--- config.mk ---
export PLATFORM = sky130hd
export DESIGN_NAME = offboard_engage_sequencer
export DESIGN_NICKNAME = d
export VERILOG_FILES = /design/src/design/oes_pkg.sv /design/src/design/offboard_engage_sequencer.sv
export SDC_FILE = /design/constraint.sdc
export NUM_CORES = 1
export LEC_CHECK = 0
export BUFFER_PORTS_ARGS = -buffer_cell sky130_fd_sc_hd__buf_4
export CAP_MARGIN = 20
export CORE_UTILIZATION = 35
export CTS_BUF_LIST = sky130_fd_sc_hd__clkbuf_16
export CTS_CLUSTER_DIAMETER = 100
export DETAILED_ROUTE_END_ITERATION = 16
export PLACE_DENSITY = 0.5
export SLEW_MARGIN = 10
export SYNTH_ARGS = -nofsm -noshare
export SYNTH_HDL_FRONTEND = slang
export SYNTH_SLANG_ARGS = --single-unit
--- constraint.sdc ---
create_clock -name clk -period 4.4 [get_ports clk]
set_input_delay 0.88 -clock clk [delete_from_list [all_inputs] [get_ports clk]]
set_output_delay 0.88 -clock clk [all_outputs]
set_load 0.02 [all_outputs]
--- src/design/oes_pkg.sv ---
// ----------------------------------------------------------------------------
// oes_pkg
// types, codes and helpers of the offboard engage sequencer
// ----------------------------------------------------------------------------
package oes_pkg;

	localparam int AgeW = 10;
	localparam int CntW = 8;
	localparam logic [AgeW-1:0] AGE_MAX = '1;
	localparam logic [CntW-1:0] CNT_MAX = '1;
	localparam logic [4:0] NAV_OFFBOARD = 5'd14;

	// register indexes
	localparam logic [1:0] REG_ENGAGE_TICKS  = 2'd0;
	localparam logic [1:0] REG_MODE_LIMIT    = 2'd1;
	localparam logic [1:0] REG_HEALTH_LIMIT  = 2'd2;
	localparam logic [1:0] REG_FRESH_LIMIT   = 2'd3;

	localparam logic [CntW-1:0] ENGAGE_TICKS_RST = 8'd10;
	localparam logic [CntW-1:0] MODE_LIMIT_RST   = 8'd20;
	localparam logic [CntW-1:0] HEALTH_LIMIT_RST = 8'd100;
	localparam logic [AgeW-1:0] FRESH_LIMIT_RST  = 10'd20;

	typedef enum logic [1:0] {
		CMD_NONE     = 2'd0,
		CMD_OFFBOARD = 2'd1,
		CMD_LOITER   = 2'd2,
		CMD_ARM      = 2'd3
	} cmd_t;

	localparam logic [1:0] SP_NONE    = 2'd0;
	localparam logic [1:0] SP_YAW     = 2'd1;
	localparam logic [1:0] SP_PLANNER = 2'd2;

	localparam logic [1:0] PHC_STREAM = 2'd0;
	localparam logic [1:0] PHC_MODE   = 2'd1;
	localparam logic [1:0] PHC_HEALTH = 2'd2;

	typedef enum logic [2:0] {
		PH_STREAM = 3'b001,
		PH_MODE   = 3'b010,
		PH_HEALTH = 3'b100
	} phase_t;

	typedef struct packed {
		logic       killed;
		logic       inhibited;
		logic       planner_timed_out;
		logic       status_arrived;
		logic [4:0] nav_mode;
		logic       status_failsafe;
		logic       position_arrived;
		logic       horiz_valid;
		logic       z_valid;
	} in_word_t;

	typedef struct packed {
		cmd_t       command;
		logic       heartbeat_sent;
		logic [1:0] setpoint_kind;
		logic       ctl_engaged;
		logic       armed_flag;
		logic [1:0] engage_phase;
		logic [9:0] heartbeat_age;
	} out_word_t;

	function automatic logic [AgeW-1:0] age_inc(input logic [AgeW-1:0] a);
		return (a == AGE_MAX) ? AGE_MAX : a + 1'b1;
	endfunction

	function automatic logic [CntW-1:0] cnt_inc(input logic [CntW-1:0] c);
		return (c == CNT_MAX) ? CNT_MAX : c + 1'b1;
	endfunction

	function automatic logic [1:0] phase_code(input phase_t p);
		logic [1:0] code;
		case (p)
			PH_MODE:   code = PHC_MODE;
			PH_HEALTH: code = PHC_HEALTH;
			default:   code = PHC_STREAM;
		endcase
		return code;
	endfunction

endpackage

--- src/design/offboard_engage_sequencer.sv ---
// ----------------------------------------------------------------------------
// offboard_engage_sequencer
// control tick sequencer: report freshness, engage phases, arm and failsafe
// ----------------------------------------------------------------------------
// One input word is one control tick carrying the kill, inhibit and planner
// timeout flags plus any status or position report that came with it. Every
// tick yields exactly one result word: command code, heartbeat and setpoint
// flags, active and armed flags, engage phase and heartbeat age.
// Both channels are valid/ready. A word is taken into an input register,
// the next state and the result are formed in one pass of flag logic and
// saturating counters, and the result lands in an output register.
// A word accepted into the input register has its result written to the output
// register when it advances. Throughput is one word per cycle while the
// receiver does not stall, since the sequence state updates once per word.
// When the receiver stalls, the result register holds, the input register
// fills and input ready drops; no word is lost or repeated.
// Reset clears the sequence, report ages go to 1023 and the four registers
// take their default limits (10, 20, 100, 20). The user writes registers via
// cfg_we / cfg_index / cfg_wdata only while the block is idle; not enforced.
// ----------------------------------------------------------------------------
module offboard_engage_sequencer (
	input  logic              clk,
	input  logic              arst_n,
	input  logic              item_valid,
	output logic              item_ready,
	input  oes_pkg::in_word_t item,
	output logic              result_valid,
	input  logic              result_ready,
	output oes_pkg::out_word_t result,
	input  logic              cfg_we,
	input  logic [1:0]        cfg_index,
	input  logic [9:0]        cfg_wdata
);
	import oes_pkg::*;

	logic [CntW-1:0] engage_ticks_q, mode_limit_q, health_limit_q;
	logic [AgeW-1:0] fresh_limit_q;

	logic     item_valid_s1;
	in_word_t item_s1;
	logic     advance;

	phase_t          phase_q, phase_n;
	logic [CntW-1:0] engage_cnt_q, engage_cnt_n, ticks_q, ticks_n, ticks_inc;
	logic            active_q, active_n, armed_q, armed_n;
	logic            st_seen_q, st_seen_n, fs_q, fs_n;
	logic [4:0]      nav_q, nav_n;
	logic [AgeW-1:0] st_age_q, st_age_n, pos_age_q, pos_age_n, beat_age_q, beat_age_n;
	logic            pos_seen_q, pos_seen_n;
	logic [1:0]      pos_valid_q, pos_valid_n;
	logic            st_fresh, veh_ready, beat;
	cmd_t            cmd;
	logic [1:0]      sp_kind;

	always_ff @(posedge clk or negedge arst_n) begin
		if (!arst_n) begin
			engage_ticks_q <= ENGAGE_TICKS_RST;
			mode_limit_q   <= MODE_LIMIT_RST;
			health_limit_q <= HEALTH_LIMIT_RST;
			fresh_limit_q  <= FRESH_LIMIT_RST;
		end else if (cfg_we) begin
			case (cfg_index)
				REG_ENGAGE_TICKS: engage_ticks_q <= cfg_wdata[CntW-1:0];
				REG_MODE_LIMIT:   mode_limit_q   <= cfg_wdata[CntW-1:0];
				REG_HEALTH_LIMIT: health_limit_q <= cfg_wdata[CntW-1:0];
				REG_FRESH_LIMIT:  fresh_limit_q  <= cfg_wdata;
				default: ;
			endcase
		end
	end

	assign advance    = item_valid_s1 && (!result_valid || result_ready);
	assign item_ready = !item_valid_s1 || advance;

	always_ff @(posedge clk or negedge arst_n) begin
		if (!arst_n) begin
			item_valid_s1 <= 1'b0;
		end else if (item_ready) begin
			item_valid_s1 <= item_valid;
		end
	end

	always_ff @(posedge clk) begin
		if (item_ready && item_valid) begin
			item_s1 <= item;
		end
	end

	// next state of one tick, reports latched before they are judged
	always_comb begin
		phase_n      = phase_q;
		engage_cnt_n = engage_cnt_q;
		ticks_n      = ticks_q;
		active_n     = active_q;
		armed_n      = armed_q;
		cmd          = CMD_NONE;
		sp_kind      = SP_NONE;
		beat         = 1'b0;

		if (item_s1.status_arrived) begin
			st_seen_n = 1'b1;
			st_age_n  = '0;
			nav_n     = item_s1.nav_mode;
			fs_n      = item_s1.status_failsafe;
		end else begin
			st_seen_n = st_seen_q;
			st_age_n  = age_inc(st_age_q);
			nav_n     = nav_q;
			fs_n      = fs_q;
		end
		if (item_s1.position_arrived) begin
			pos_seen_n  = 1'b1;
			pos_age_n   = '0;
			pos_valid_n = {item_s1.z_valid, item_s1.horiz_valid};
		end else begin
			pos_seen_n  = pos_seen_q;
			pos_age_n   = age_inc(pos_age_q);
			pos_valid_n = pos_valid_q;
		end
		beat_age_n = age_inc(beat_age_q);

		st_fresh  = st_seen_n && (st_age_n <= fresh_limit_q);
		veh_ready = st_fresh && pos_seen_n && (pos_age_n <= fresh_limit_q)
			&& (pos_valid_n == 2'b11) && !fs_n;
		ticks_inc = cnt_inc(ticks_q);

		if (item_s1.killed || item_s1.inhibited || item_s1.planner_timed_out) begin
			if (!item_s1.killed && !item_s1.inhibited && active_q) begin
				cmd = CMD_LOITER;
			end
			active_n     = 1'b0;
			engage_cnt_n = '0;
			phase_n      = PH_STREAM;
			ticks_n      = '0;
		end else if (!active_q) begin
			beat    = 1'b1;
			sp_kind = SP_YAW;
			ticks_n = ticks_inc;
			case (phase_q)
				PH_MODE: begin
					if (st_fresh && nav_n == NAV_OFFBOARD) begin
						phase_n = PH_HEALTH;
						ticks_n = '0;
					end else if (ticks_inc >= mode_limit_q) begin
						engage_cnt_n = '0;
						phase_n      = PH_STREAM;
						ticks_n      = '0;
					end
				end
				PH_HEALTH: begin
					if (veh_ready) begin
						cmd      = CMD_ARM;
						active_n = 1'b1;
						armed_n  = 1'b1;
					end else if (ticks_inc >= health_limit_q) begin
						engage_cnt_n = '0;
						phase_n      = PH_STREAM;
						ticks_n      = '0;
					end
				end
				default: begin
					phase_n      = PH_STREAM;
					engage_cnt_n = cnt_inc(engage_cnt_q);
					if (engage_cnt_n >= engage_ticks_q) begin
						cmd     = CMD_OFFBOARD;
						phase_n = PH_MODE;
						ticks_n = '0;
					end
				end
			endcase
		end else begin
			beat    = 1'b1;
			sp_kind = SP_PLANNER;
		end

		if (beat) begin
			beat_age_n = '0;
		end
	end

	always_ff @(posedge clk or negedge arst_n) begin
		if (!arst_n) begin
			phase_q      <= PH_STREAM;
			engage_cnt_q <= '0;
			ticks_q      <= '0;
			active_q     <= 1'b0;
			armed_q      <= 1'b0;
			st_seen_q    <= 1'b0;
			st_age_q     <= AGE_MAX;
			nav_q        <= '0;
			fs_q         <= 1'b0;
			pos_seen_q   <= 1'b0;
			pos_age_q    <= AGE_MAX;
			pos_valid_q  <= '0;
			beat_age_q   <= AGE_MAX;
		end else if (advance) begin
			phase_q      <= phase_n;
			engage_cnt_q <= engage_cnt_n;
			ticks_q      <= ticks_n;
			active_q     <= active_n;
			armed_q      <= armed_n;
			st_seen_q    <= st_seen_n;
			st_age_q     <= st_age_n;
			nav_q        <= nav_n;
			fs_q         <= fs_n;
			pos_seen_q   <= pos_seen_n;
			pos_age_q    <= pos_age_n;
			pos_valid_q  <= pos_valid_n;
			beat_age_q   <= beat_age_n;
		end
	end

	always_ff @(posedge clk or negedge arst_n) begin
		if (!arst_n) begin
			result_valid <= 1'b0;
		end else if (advance) begin
			result_valid <= 1'b1;
		end else if (result_ready) begin
			result_valid <= 1'b0;
		end
	end

	always_ff @(posedge clk) begin
		if (advance) begin
			result.command         <= cmd;
			result.heartbeat_sent  <= beat;
			result.setpoint_kind   <= sp_kind;
			result.ctl_engaged     <= active_n;
			result.armed_flag      <= armed_n;
			result.engage_phase    <= phase_code(phase_n);
			result.heartbeat_age   <= beat_age_n;
		end
	end

endmodule

# == Yosys cells after proc, flatten, opt, wreduce, memory -nomap -nowiden ==
# Index checks and enable logic that the tools add are counted.
# Widths: inputs -> output; s select.
# totals
romBits,0
ram_bits,0
register_bits,129
in_bits,30
memories,0
latchBits,0
# classes
eq_ne,19
div_mod_pow,0
order_cmp,5
n_reduce_logical,27
n_mux,55
addsub,5
n_mul,0
n_bitwise,0
n_shift,0
# op_table
operator,n
$mux 8,15
$mux 10,6
$pmux 8 s2,2
$add 10x1->10 const B,3
$eq 10x10->1 const B,3
$ge 8x8->1,3
$le 10x10->1,2
$mux 3,6
$add 8x1->8 const B,2
$eq 8x8->1 const B,2
$mux 1,15
$mux 2,7
$ne 3x3->1 const B,4
$logic_and 1x1->1,10
$reduce_and 2->1,5
$pmux 2 s2,2
$eq 2x2->1 const B,3
$eq 3x2->1 const B,2
$eq 3x3->1 const B,2
$pmux 3 s2,1
$reduce_and 6->1,1
$eq 5x4->1 const B,1
$logic_not 1->1,5
$mux 5,1
5 further kinds,8

# == Depth between registers and ports, before layout ==
# Gate-level depths: netlist (run 1).
# logic_depth
ltp_word,15
depth_mapped,14
ltp_nobuf,14

# == Least setup slack after synthesis (run 1) ==
# Ideal clock, no wire load.
# synth_path
kind,register to register
from,reg pos_age_q[0]
to,reg result[18] (netlist bit) (data pin)
path_stages_with_launch,15
setup_ps,158
required_ps,4242
n_path_buf,1
setup_slack_ps,855
t_arrival_ps,3387
cell_sequence,dfstp_2 > ha_1 > clkbuf_1 > and3_1 > and3_1 > xnor2_1 > a21oi_1 > ha_1 > and4_1 > and4_1 > a21oi_1 > a2111oi_4 > nand2_1 > or3_1 > a211oi_2
# synth_via
elab_chain_cells,11
# synth_lines
element,line_no,rtl
start: declaration,offboard_engage_sequencer.sv:48,"logic [AgeW-1:0] st_age_q, st_age_n, pos_age_q, pos_age_n, beat_age_q, beat_age_n;"
start signal: assignment,offboard_engage_sequencer.sv:207,pos_age_q <= pos_age_n;
$add 10x1->10 / $eq 10x10->1 (equally long branches),oes_pkg.sv:68,return (a == AGE_MAX) ? AGE_MAX : a + 1'b1;
$mux 10 (*),oes_pkg.sv:68,
$mux 10 (*),offboard_engage_sequencer.sv:111,if (item_s1.position_arrived) begin
named net pos_age_n[6],offboard_engage_sequencer.sv:48,
$le 10x10->1 (*),offboard_engage_sequencer.sv:123,veh_ready = st_fresh && pos_seen_n && (pos_age_n <= fresh_limit_q)
$logic_and 1x1->1 (*),offboard_engage_sequencer.sv:123,
$logic_and 1x1->1 (*) (2 in series),offboard_engage_sequencer.sv:124,&& (pos_valid_n == 2'b11) && !fs_n;
$mux 2 (*),offboard_engage_sequencer.sv:151,if (veh_ready) begin
$pmux 2 s2 (*),offboard_engage_sequencer.sv:139,case (phase_q)
$mux 2 (*),offboard_engage_sequencer.sv:135,end else if (!active_q) begin
$mux 2 (*),offboard_engage_sequencer.sv:127,if (item_s1.killed || item_s1.inhibited || item_s1.planner_timed_out) begin
named net cmd[1],offboard_engage_sequencer.sv:52,cmd_t cmd;
end: declaration,offboard_engage_sequencer.sv:29,"output oes_pkg::out_word_t result,"
# The timed path passes the listed nets; every way through them passes the cells marked *.
# A chain may end at the register's enable or synchronous reset.

# == Worst setup path after layout (run 1) ==
# layout_path
from,reg st_age_q[0]
to,reg ticks_q[6]
# layout_via
elab_chain_cells,13
# layout_lines
element,line_no,rtl
start: declaration,offboard_engage_sequencer.sv:48,
start signal: assignment,offboard_engage_sequencer.sv:203,st_age_q <= st_age_n;
$add 10x1->10 / $eq 10x10->1 (equally long branches),oes_pkg.sv:68,
$mux 10 (*),oes_pkg.sv:68,
$mux 10 (*),offboard_engage_sequencer.sv:100,if (item_s1.status_arrived) begin
named net st_age_n[3],offboard_engage_sequencer.sv:48,
$le 10x10->1 (*),offboard_engage_sequencer.sv:122,st_fresh = st_seen_n && (st_age_n <= fresh_limit_q);
$logic_and 1x1->1 (*),offboard_engage_sequencer.sv:122,
$logic_and 1x1->1 (2 in series),offboard_engage_sequencer.sv:123,
$logic_and 1x1->1 (2 in series),offboard_engage_sequencer.sv:124,
$mux 8,offboard_engage_sequencer.sv:151,
$pmux 8 s2 (*),offboard_engage_sequencer.sv:139,
$mux 8 (*),offboard_engage_sequencer.sv:135,
$mux 8 (*),offboard_engage_sequencer.sv:127,
end signal: assignment,offboard_engage_sequencer.sv:199,ticks_q <= ticks_n;
end: declaration,offboard_engage_sequencer.sv:44,"logic [CntW-1:0] engage_cnt_q, engage_cnt_n, ticks_q, ticks_n, ticks_inc;"
# The timed path passes the listed nets; every way through them passes the cells marked *. The select of a mux whose other input is x is not followed.

==> implementation parameters, run 1 <==
Parameter                              Value

Floorplanning
  DIE WIDTH ... 143 um
  Top Ports ... 51
  Die area ... 20600 sq um
  Initial core utilization ... 35.9%
  Row cnt ... 51
  Die height ... 143 um
  Core Region ... 19500 sq um

Final layout
  Area added between synthesis and finish ... 17.9%
  # fillers ... 1918
  Diodes inserted ... 0
  Final Non-Filler Cells ... 1014
  Fraction of layout cells with a size suffix above 1 ... 23.9%
  Nets ... 815

Synthesis
  Most numerous cell in the Yosys netlist ... sky130_fd_sc_hd__nand2_1
  Cell type with the highest aggregate area in the netlist ... sky130_fd_sc_hd__dfrtp_1
  Post-synth net total ... 751
  Number of standard cells after synthesis ... 672
  Predominant post-synthesis flop cell ... sky130_fd_sc_hd__dfrtp_1
  Average cell area after synthesis ... 10.4 sq um
  Number of different library cells in the post-synthesis netlist ... 62
  Biggest area contributors in the synthesized netlist ... sky130_fd_sc_hd__dfrtp_1 (20%), sky130_fd_sc_hd__dfstp_2 (15%), sky130_fd_sc_hd__edfxtp_1 (14%)
  Post-synth design cell area ... 7010 sq um
  Sequential cell area fraction in the yosys report ... 49.1%
  Number of synthesized flops with an enable pin ... 32
  Proportion of netlist area held by the largest area contributor ... 20.4%
  Post-synth ARST share ... 75.2%
  Leading cell types by count after synthesis ... sky130_fd_sc_hd__nand2_1 (93), sky130_fd_sc_hd__dfrtp_1 (57), sky130_fd_sc_hd__inv_1 (53)
  Synth warnings ... 0
  #FFs+latches synth ... 129

Clock tree
  Clk Latency, worst-skew pair ... 0.42 ns
  Clock buffer count from CTS ... 17
  Count of cells resized by post-cts repair ... 0
  Cell at the root of the clock tree ... sky130_fd_sc_hd__clkbuf_16
  Clock tree from TritonCTS ... built
  Hold bufs inserted after CTS ... 0
  Post-CTS setup repair buffer count ... 0
  CTS sink count ... 129
  Number of levels the H-tree was split into ... 4
  Max Buffers Root-to-Sink ... 2
  Clock-pin slew reported for the worst setup and hold paths after clock tree synthesis ... 0.06 ns

Worst setup path
  Delay contributed by the slowest stage of the critical path ... 0.56 ns
  Most frequent cell on the critical path ... sky130_fd_sc_hd__ha_1
  Critical path endpoint category ... register
  Data required, critical path ... 4.74 ns
  Highest net fanout along the worst path ... 8
  Cell Chain, Critical Path ... ha_1, and3_1, and2_1, nand2b_1, a21oi_1, ha_1, a21o_1, a221oi_2, o311ai_2, a2111oi_4, o21ai_2, a211oi_4, a22o_1
  Arr. time, crit path ... 4.33 ns
  Critical path's top delay family ... compound AO/OA/AOI/OAI gates
  Critical-path top delay cell ... sky130_fd_sc_hd__dfstp_2
  Classification of the worst setup path ... register to register
  CP startpoint kind ... register
  Buf+Inv Stages, Crit Path ... 0

Routing
  Highest metal layer with signal wires ... met4
  Antenna-violating nets left ... 0
  Met2 WL post-DR ... 7270 um
  Detailed-route wire length per cell ... 15.3 um
  Total routed wire length on the met1 layer ... 7480 um
  Vias after detailed routing ... 5172
  Total wire length ... 15500 um
  Vias per std cell ... 5.10
  Drt pass-1 iters ... 4
  Number of DRC violations after detailed-routing iteration 0 ... 226
  Residual DRC ... 0
  WL met3 ... 539 um

Placement
  Detailed placer's ending HPWL ... 11400 um
  Port bufs ... 50
  Placed cell count ... 982
  Final Wtd Congestion ... 0.844

Power
  Switching pwr ... 0.923 mW
  Internal power contribution ... 2.43 mW
  Power Dens Cells ... 406 nW/um^2
  Part of the total power dissipated in combinational logic ... 16.7%
  Static Leak ... 3.72 nW
  Clock Power Share ... 37.9%
  Maximum vdd drop ... 0.000281 V
  Reg power frac ... 45.4%
  Pwr Total ... 3.35 mW
  Sw Ratio ... 27.6%

STA
  Final Hold Violating Endpoints ... 0
  Final period demand of the worst path ... 3.99 ns
  Fin Clk Skew ... 0.0141 ns
  Max Clock Freq ... 251 MHz
  TNS Setup ... 0 ns
  Setup repair after global routing missed its margin ... no
  Number of setup violations in the final report ... 0
  Slew at the pin with the worst max-slew slack ... 1.00 ns
  Slew margin rel. ... 32.5%
  Final Cycle Share ... 90.7%
  Fin. max-slew vios ... 0

GRT
  Overflow left after global routing ... 0
  Aggregate global-route resource usage ... 16.6%
  Vias in the first global route ... 5164
  Initial antenna violation count ... 0
  Maximum number of pins on one net before global-route repair ... 48
  First-pass GRT wire length ... 26200 um

Min path
  Class of the most critical hold timing path ... register to register

Run
  Max-cap violation count ... 0

Outcome
  Outcome ... complete, no violations
-- metrics by stage --
stage                     cell area [sq um]  worst slack, ns  hold slack, ns  util [%]
after floorplan                        7010            0.855           0.434         -
after global placement                 7730            0.383           0.452      39.6
after detailed placement               7730            0.434           0.456      39.6
after CTS                              8260            0.359           0.470      42.3
after global routing                   8260           0.0552           0.497      42.3
final                                  8260            0.411           0.468      42.3
-- layout make-up --
cell class	instances	area [sq um]	share of cell area, %
flip-flops and latches	129	3440	41.6
clock buffers	17	425	5.15
clock inverters	15	106	1.29
well taps	265	332	4.01
multi-input cells	472	3300	39.9
inverters	55	206	2.50
repair buffers	61	458	5.54
-- routing by layer --
metal	up-vias	GRT usage, %
met3	20	3.40
met2	105	27.0
li1	2536	-
met1	2511	21.9
met4	0	5.94
met5	-	0
-- flip-flops by register name (all words and copies together), names as in the netlist, 2 cells and up --
register        count
beat_age_q         10
engage_cnt_q        8
engage_ticks_q      8
fresh_limit_q      10
health_limit_q      8
item_s1            13
mode_limit_q        8
nav_q               5
phase_q             3
pos_age_q          10
pos_valid_q         2
result             19
st_age_q           10
ticks_q             8
-- logic make-up (layout without fill, tap and decap cells) --
group,after synthesis,after routing,share of synthesized area [%]
flip-flops,129,129,49.1
AO/OA/AOI/OAI,140,140,13.6
AND/OR/NAND/NOR,217,217,15.0
multiplexers,42,42,6.70
adder cells (fa/ha/maj),49,49,8.75
XOR/XNOR,24,24,3.00
buffers and inverters,71,148,3.86
-- power by group through the flow --
stage                     combinational (mW)  clock (mW)  sequential, mW
final                                  0.559        1.27            1.52
after global routing                   0.632        1.36            1.54
after CTS                              0.568        1.30            1.52
after detailed placement               0.564           0            1.54
after global placement                 0.546           0            1.54
after floorplan                        0.355           0            1.54
-- final timing paths --
path                                     to  cells past startpoint  slack [ns]        start
setup / recovery                 ticks_q[6]                     13        0.41  st_age_q[0]
hold / removal                      armed_q                      1        0.47      armed_q
setup reg to reg                 ticks_q[6]                     13        0.41  st_age_q[0]
hold reg to reg                     armed_q                      1        0.47      armed_q
max in group asynchronous  fresh_limit_q[4]                      2        3.03       arst_n
min in group asynchronous   mode_limit_q[5]                      1        0.49       arst_n
-- placed cells by master, fill, tap and decap left out, types with 4 or more instances in the layout --
| cell type | netlist | layout |
|---|---|---|
| sky130_fd_sc_hd__nand2_1 | 93 | 93 |
| sky130_fd_sc_hd__buf_4 | 1 | 61 |
| sky130_fd_sc_hd__dfrtp_1 | 57 | 57 |
| sky130_fd_sc_hd__inv_1 | 53 | 56 |
| sky130_fd_sc_hd__a21oi_1 | 49 | 49 |
| sky130_fd_sc_hd__ha_1 | 49 | 49 |
| sky130_fd_sc_hd__dfstp_2 | 40 | 40 |
| sky130_fd_sc_hd__mux2_2 | 39 | 39 |
| sky130_fd_sc_hd__edfxtp_1 | 32 | 32 |
| sky130_fd_sc_hd__nand3_1 | 30 | 30 |
| sky130_fd_sc_hd__o21ai_0 | 27 | 27 |
| sky130_fd_sc_hd__and3_1 | 18 | 18 |
| sky130_fd_sc_hd__nor2_1 | 18 | 18 |
| sky130_fd_sc_hd__nor3_1 | 17 | 17 |
| sky130_fd_sc_hd__clkbuf_16 | 0 | 17 |
| sky130_fd_sc_hd__xnor2_1 | 14 | 14 |
| sky130_fd_sc_hd__nand2b_1 | 12 | 12 |
| sky130_fd_sc_hd__xor2_1 | 10 | 10 |
| sky130_fd_sc_hd__a21o_1 | 8 | 8 |
| sky130_fd_sc_hd__a22o_1 | 8 | 8 |
| sky130_fd_sc_hd__a31oi_1 | 7 | 7 |
| sky130_fd_sc_hd__and4_1 | 5 | 5 |
| sky130_fd_sc_hd__clkinvlp_4 | 0 | 5 |
| sky130_fd_sc_hd__or3_1 | 4 | 4 |
| sky130_fd_sc_hd__clkinv_1 | 2 | 4 |
| sky130_fd_sc_hd__nand3b_1 | 4 | 4 |
| sky130_fd_sc_hd__clkinv_2 | 0 | 4 |
Note: power is estimated with default switching activity, not from simulation.
==> inputs of run 2 (changes only) <==
--- a/config.mk
+++ b/config.mk
@@ -8,11 +8,14 @@
 export BUFFER_PORTS_ARGS = -buffer_cell sky130_fd_sc_hd__buf_4
 export CAP_MARGIN = 20
+export CELL_PAD_IN_SITES_DETAIL_PLACEMENT = 2
+export CELL_PAD_IN_SITES_GLOBAL_PLACEMENT = 2
 export CORE_UTILIZATION = 35
 export CTS_BUF_LIST = sky130_fd_sc_hd__clkbuf_16
 export CTS_CLUSTER_DIAMETER = 100
 export DETAILED_ROUTE_END_ITERATION = 16
-export PLACE_DENSITY = 0.5
+export PLACE_DENSITY = 0.71
 export SLEW_MARGIN = 10
 export SYNTH_ARGS = -nofsm -noshare
 export SYNTH_HDL_FRONTEND = slang
 export SYNTH_SLANG_ARGS = --single-unit
+export TNS_END_PERCENT = 10
==> constraint.sdc (replaced) <==
create_clock -name clk -period 4.4 [get_ports clk]
set_input_delay 0.88 -clock clk [delete_from_list [all_inputs] [get_ports clk]]
set_output_delay 0.88 -clock clk [all_outputs]
set_load 0.1 [all_outputs]
==> run 2 against run 1 <==
Cell count down 0.20%. Critical path depth stayed put. Via count increased by 3.3%. Die area unchanged. Register-to-register slack got worse by 0.13 ns. Clock power increased by 20%. Largest cell class unchanged. Worst setup slack lost 0.13 ns. First-iteration DRC count down 16%. Worst hold slack barely moved. Critical endpoint is now ticks_q[2]. Clock skew is 0.0020 ns lower. Power up 13%. Routed wire length is 28% higher.
==> implementation parameters, run 2 (synthesis gave the netlist of run 1 again) <==
Parameter                              Value

STA
  Setup repair after global routing missed its margin ... no
  TNS Setup ... 0 ns (unchanged)
  Final Cycle Share ... 93.6% (+3.0 points)
  Number of setup violations in the final report ... 0 (unchanged)
  Worst hold slack across all endpoints ... 0.468 ns (+0.000475 ns)
  Final period demand of the worst path ... 4.12 ns (+0.132 ns)
  Final Hold Violating Endpoints ... 0 (unchanged)
  Max Clock Freq ... 243 MHz (-3.2%)
  Slew at the pin with the worst max-slew slack ... 0.933 ns (-0.0723 ns)
  Slew margin rel. ... 37.4% (+4.9 points)
  Fin Clk Skew ... 0.0121 ns (-0.00198 ns)
  Smallest setup slack after layout ... 0.279 ns (-0.132 ns)
  Fin. max-slew vios ... 0 (unchanged)

Routing
  Met2 WL post-DR ... 10700 um (+48%)
  Detailed-route wire length per cell ... 19.6 um (+28%)
  Highest metal layer with signal wires ... met4
  Residual DRC ... 0 (unchanged)
  WL met3 ... 451 um (-16%)
  Total routed wire length on the met1 layer ... 8430 um (+13%)
  Antenna-violating nets left ... 0 (unchanged)
  Vias per std cell ... 5.28 (+3.5%)
  Total wire length ... 19900 um (+28%)
  Vias after detailed routing ... 5341 (+3.3%)
  Drt pass-1 iters ... 4 (unchanged)
  Number of DRC violations after detailed-routing iteration 0 ... 190 (-16%)

Clock tree
  Max Buffers Root-to-Sink ... 2 (unchanged)
  Number of levels the H-tree was split into ... 4 (unchanged)
  Clk Latency, worst-skew pair ... 0.43 ns (about the same)
  CTS sink count ... 129 (unchanged)
  Clock tree from TritonCTS ... built
  Cell at the root of the clock tree ... sky130_fd_sc_hd__clkbuf_16
  Clock-pin slew reported for the worst setup and hold paths after clock tree synthesis ... 0.06 ns (about the same)
  Clock buffer count from CTS ... 17 (unchanged)
  Hold bufs inserted after CTS ... 0 (unchanged)

Worst setup path
  Classification of the worst setup path ... register to register
  Critical path endpoint category ... register
  Critical path's top delay family ... compound AO/OA/AOI/OAI gates
  Critical-path top delay cell ... sky130_fd_sc_hd__dfstp_2
  Cell Chain, Critical Path ... ha_1, and3_1, and2_1, nand2b_1, a21oi_1, ha_1, and3_1, a221oi_2, o311ai_2, a2111oi_4, o21ai_2, a211oi_4, a22o_1
  Delay contributed by the slowest stage of the critical path ... 0.57 ns (about the same)
  Highest net fanout along the worst path ... 8 (unchanged)
  Arr. time, crit path ... 4.48 ns (+0.15 ns)
  Data required, critical path ... 4.76 ns (+0.02 ns)
  CP startpoint kind ... register
  Buf+Inv Stages, Crit Path ... 0 (unchanged)

Power
  Static Leak ... 3.76 nW (+0.93%)
  Power Dens Cells ... 454 nW/um^2 (+12%)
  Maximum vdd drop ... 0.000306 V (+8.7%)

GRT
  Maximum number of pins on one net before global-route repair ... 65 (+35%)
  Aggregate global-route resource usage ... 20.7% (+4.1 points)
  First-pass GRT wire length ... 32200 um (+23%)
  Vias in the first global route ... 6011 (+16%)
  Initial antenna violation count ... 0 (unchanged)
  Overflow left after global routing ... 0 (unchanged)

Floorplanning
  Die area ... 20600 sq um (unchanged)
  Row cnt ... 51 (unchanged)
  Top Ports ... 51 (unchanged)
  Initial core utilization ... 35.9% (unchanged)
  DIE WIDTH ... 143 um (unchanged)
  Core Region ... 19500 sq um (unchanged)
  Die height ... 143 um (unchanged)

Final layout
  Most common cell after layout, fill and taps aside ... sky130_fd_sc_hd__nand2_1
  Nets ... 813 (-0.25%)
  Diodes inserted ... 0 (unchanged)
  Largest regs ... result x19, item_s1 x13
  Register with the most flip-flops ... result
  Final Non-Filler Cells ... 1012 (-0.20%)
  Fraction of layout cells with a size suffix above 1 ... 24.5% (+0.60 points)
  Flip-flop count of the largest register, all copies and words added ... 19 (unchanged)
  Area added between synthesis and finish ... 19.1%
  Most frequent cells in the layout ... sky130_fd_sc_hd__nand2_1 (93), sky130_fd_sc_hd__buf_4 (59), sky130_fd_sc_hd__dfrtp_1 (57)

Placement
  Detailed placer's ending HPWL ... 14300 um (+25%)
  Placed cell count ... 980 (-0.20%)
  Port bufs ... 50 (unchanged)
  Final Wtd Congestion ... 0.800 (-5.3%)
  DP Worst Slack ... 0.312 ns (-0.122 ns)

Outcome
  Outcome ... complete, no violations

Run
  Max-cap violation count ... 0 (unchanged)

Min path
  Class of the most critical hold timing path ... register to register
==> run 2: path summary, 6_finish.rpt <==
path / to / from / slack (ns) / depth (start not counted)
max in group asynchronous: mode_limit_q[2] / arst_n / 2.92 / 2
worst min-delay path: pos_seen_q / pos_seen_q / 0.47 / 1
min in group asynchronous: fresh_limit_q[8] / arst_n / 0.61 / 1
worst max-delay path: ticks_q[2] / st_age_q[0] / 0.28 / 13
worst max register to register: ticks_q[2] / st_age_q[0] / 0.28 / 13
worst min register to register: pos_seen_q / pos_seen_q / 0.47 / 1
==> run 2: per-layer routing <==
layer  vias to the layer above  track usage (%)
met1                      2740             24.1
met3                        20             3.90
met5                         -                0
met4                         0             5.88
met2                        64             38.3
li1                       2517                -
==> run 2: what timing repair did <==
item,4_1_cts,5_1_grt
setup endpoints to repair,0,10
setup buffers,0,0
resized for setup,0,2
==> run 2: area by class of cell <==
cell class | instances | area, sq um
clock buffers | 17 | 425
repair buffers | 59 | 443
flip-flops and latches | 129 | 3440
multi-input cells | 472 | 3310
well taps | 265 | 332
inverters | 55 | 206
fillers | 2075 | 11200
clock inverters | 15 | 191
==> run 2: report_power, final <==
| group | switching [mW] | internal (mW) |
|---|---|---|
| clock network | 0.581 | 0.946 |
| registers | 0.110 | 1.42 |
| logic | 0.477 | 0.249 |
==> run 2: worst register-to-register path, stage by stage, from the launching register on <==
cell	delay (ns)
sky130_fd_sc_hd__dfstp_2	0.57
sky130_fd_sc_hd__ha_1	0.21
sky130_fd_sc_hd__and3_1	0.22
sky130_fd_sc_hd__and2_1	0.20
sky130_fd_sc_hd__nand2b_1	0.19
sky130_fd_sc_hd__a21oi_1	0.30
sky130_fd_sc_hd__ha_1	0.30
sky130_fd_sc_hd__and3_1	0.18
sky130_fd_sc_hd__a221oi_2	0.28
sky130_fd_sc_hd__o311ai_2	0.19
sky130_fd_sc_hd__a2111oi_4	0.51
sky130_fd_sc_hd__o21ai_2	0.20
sky130_fd_sc_hd__a211oi_4	0.48
sky130_fd_sc_hd__a22o_1	0.22
==> run 2: through the flow <==
stage                     utilization, %  instance area (sq um)  power, mW
after floorplan                        -                   7010       2.03
after global placement              39.5                   7720       2.23
after detailed placement            39.5                   7720       2.28
after CTS                           42.7                   8330       3.83
after global routing                42.7                   8340       3.95
final                               42.7                   8340       3.78
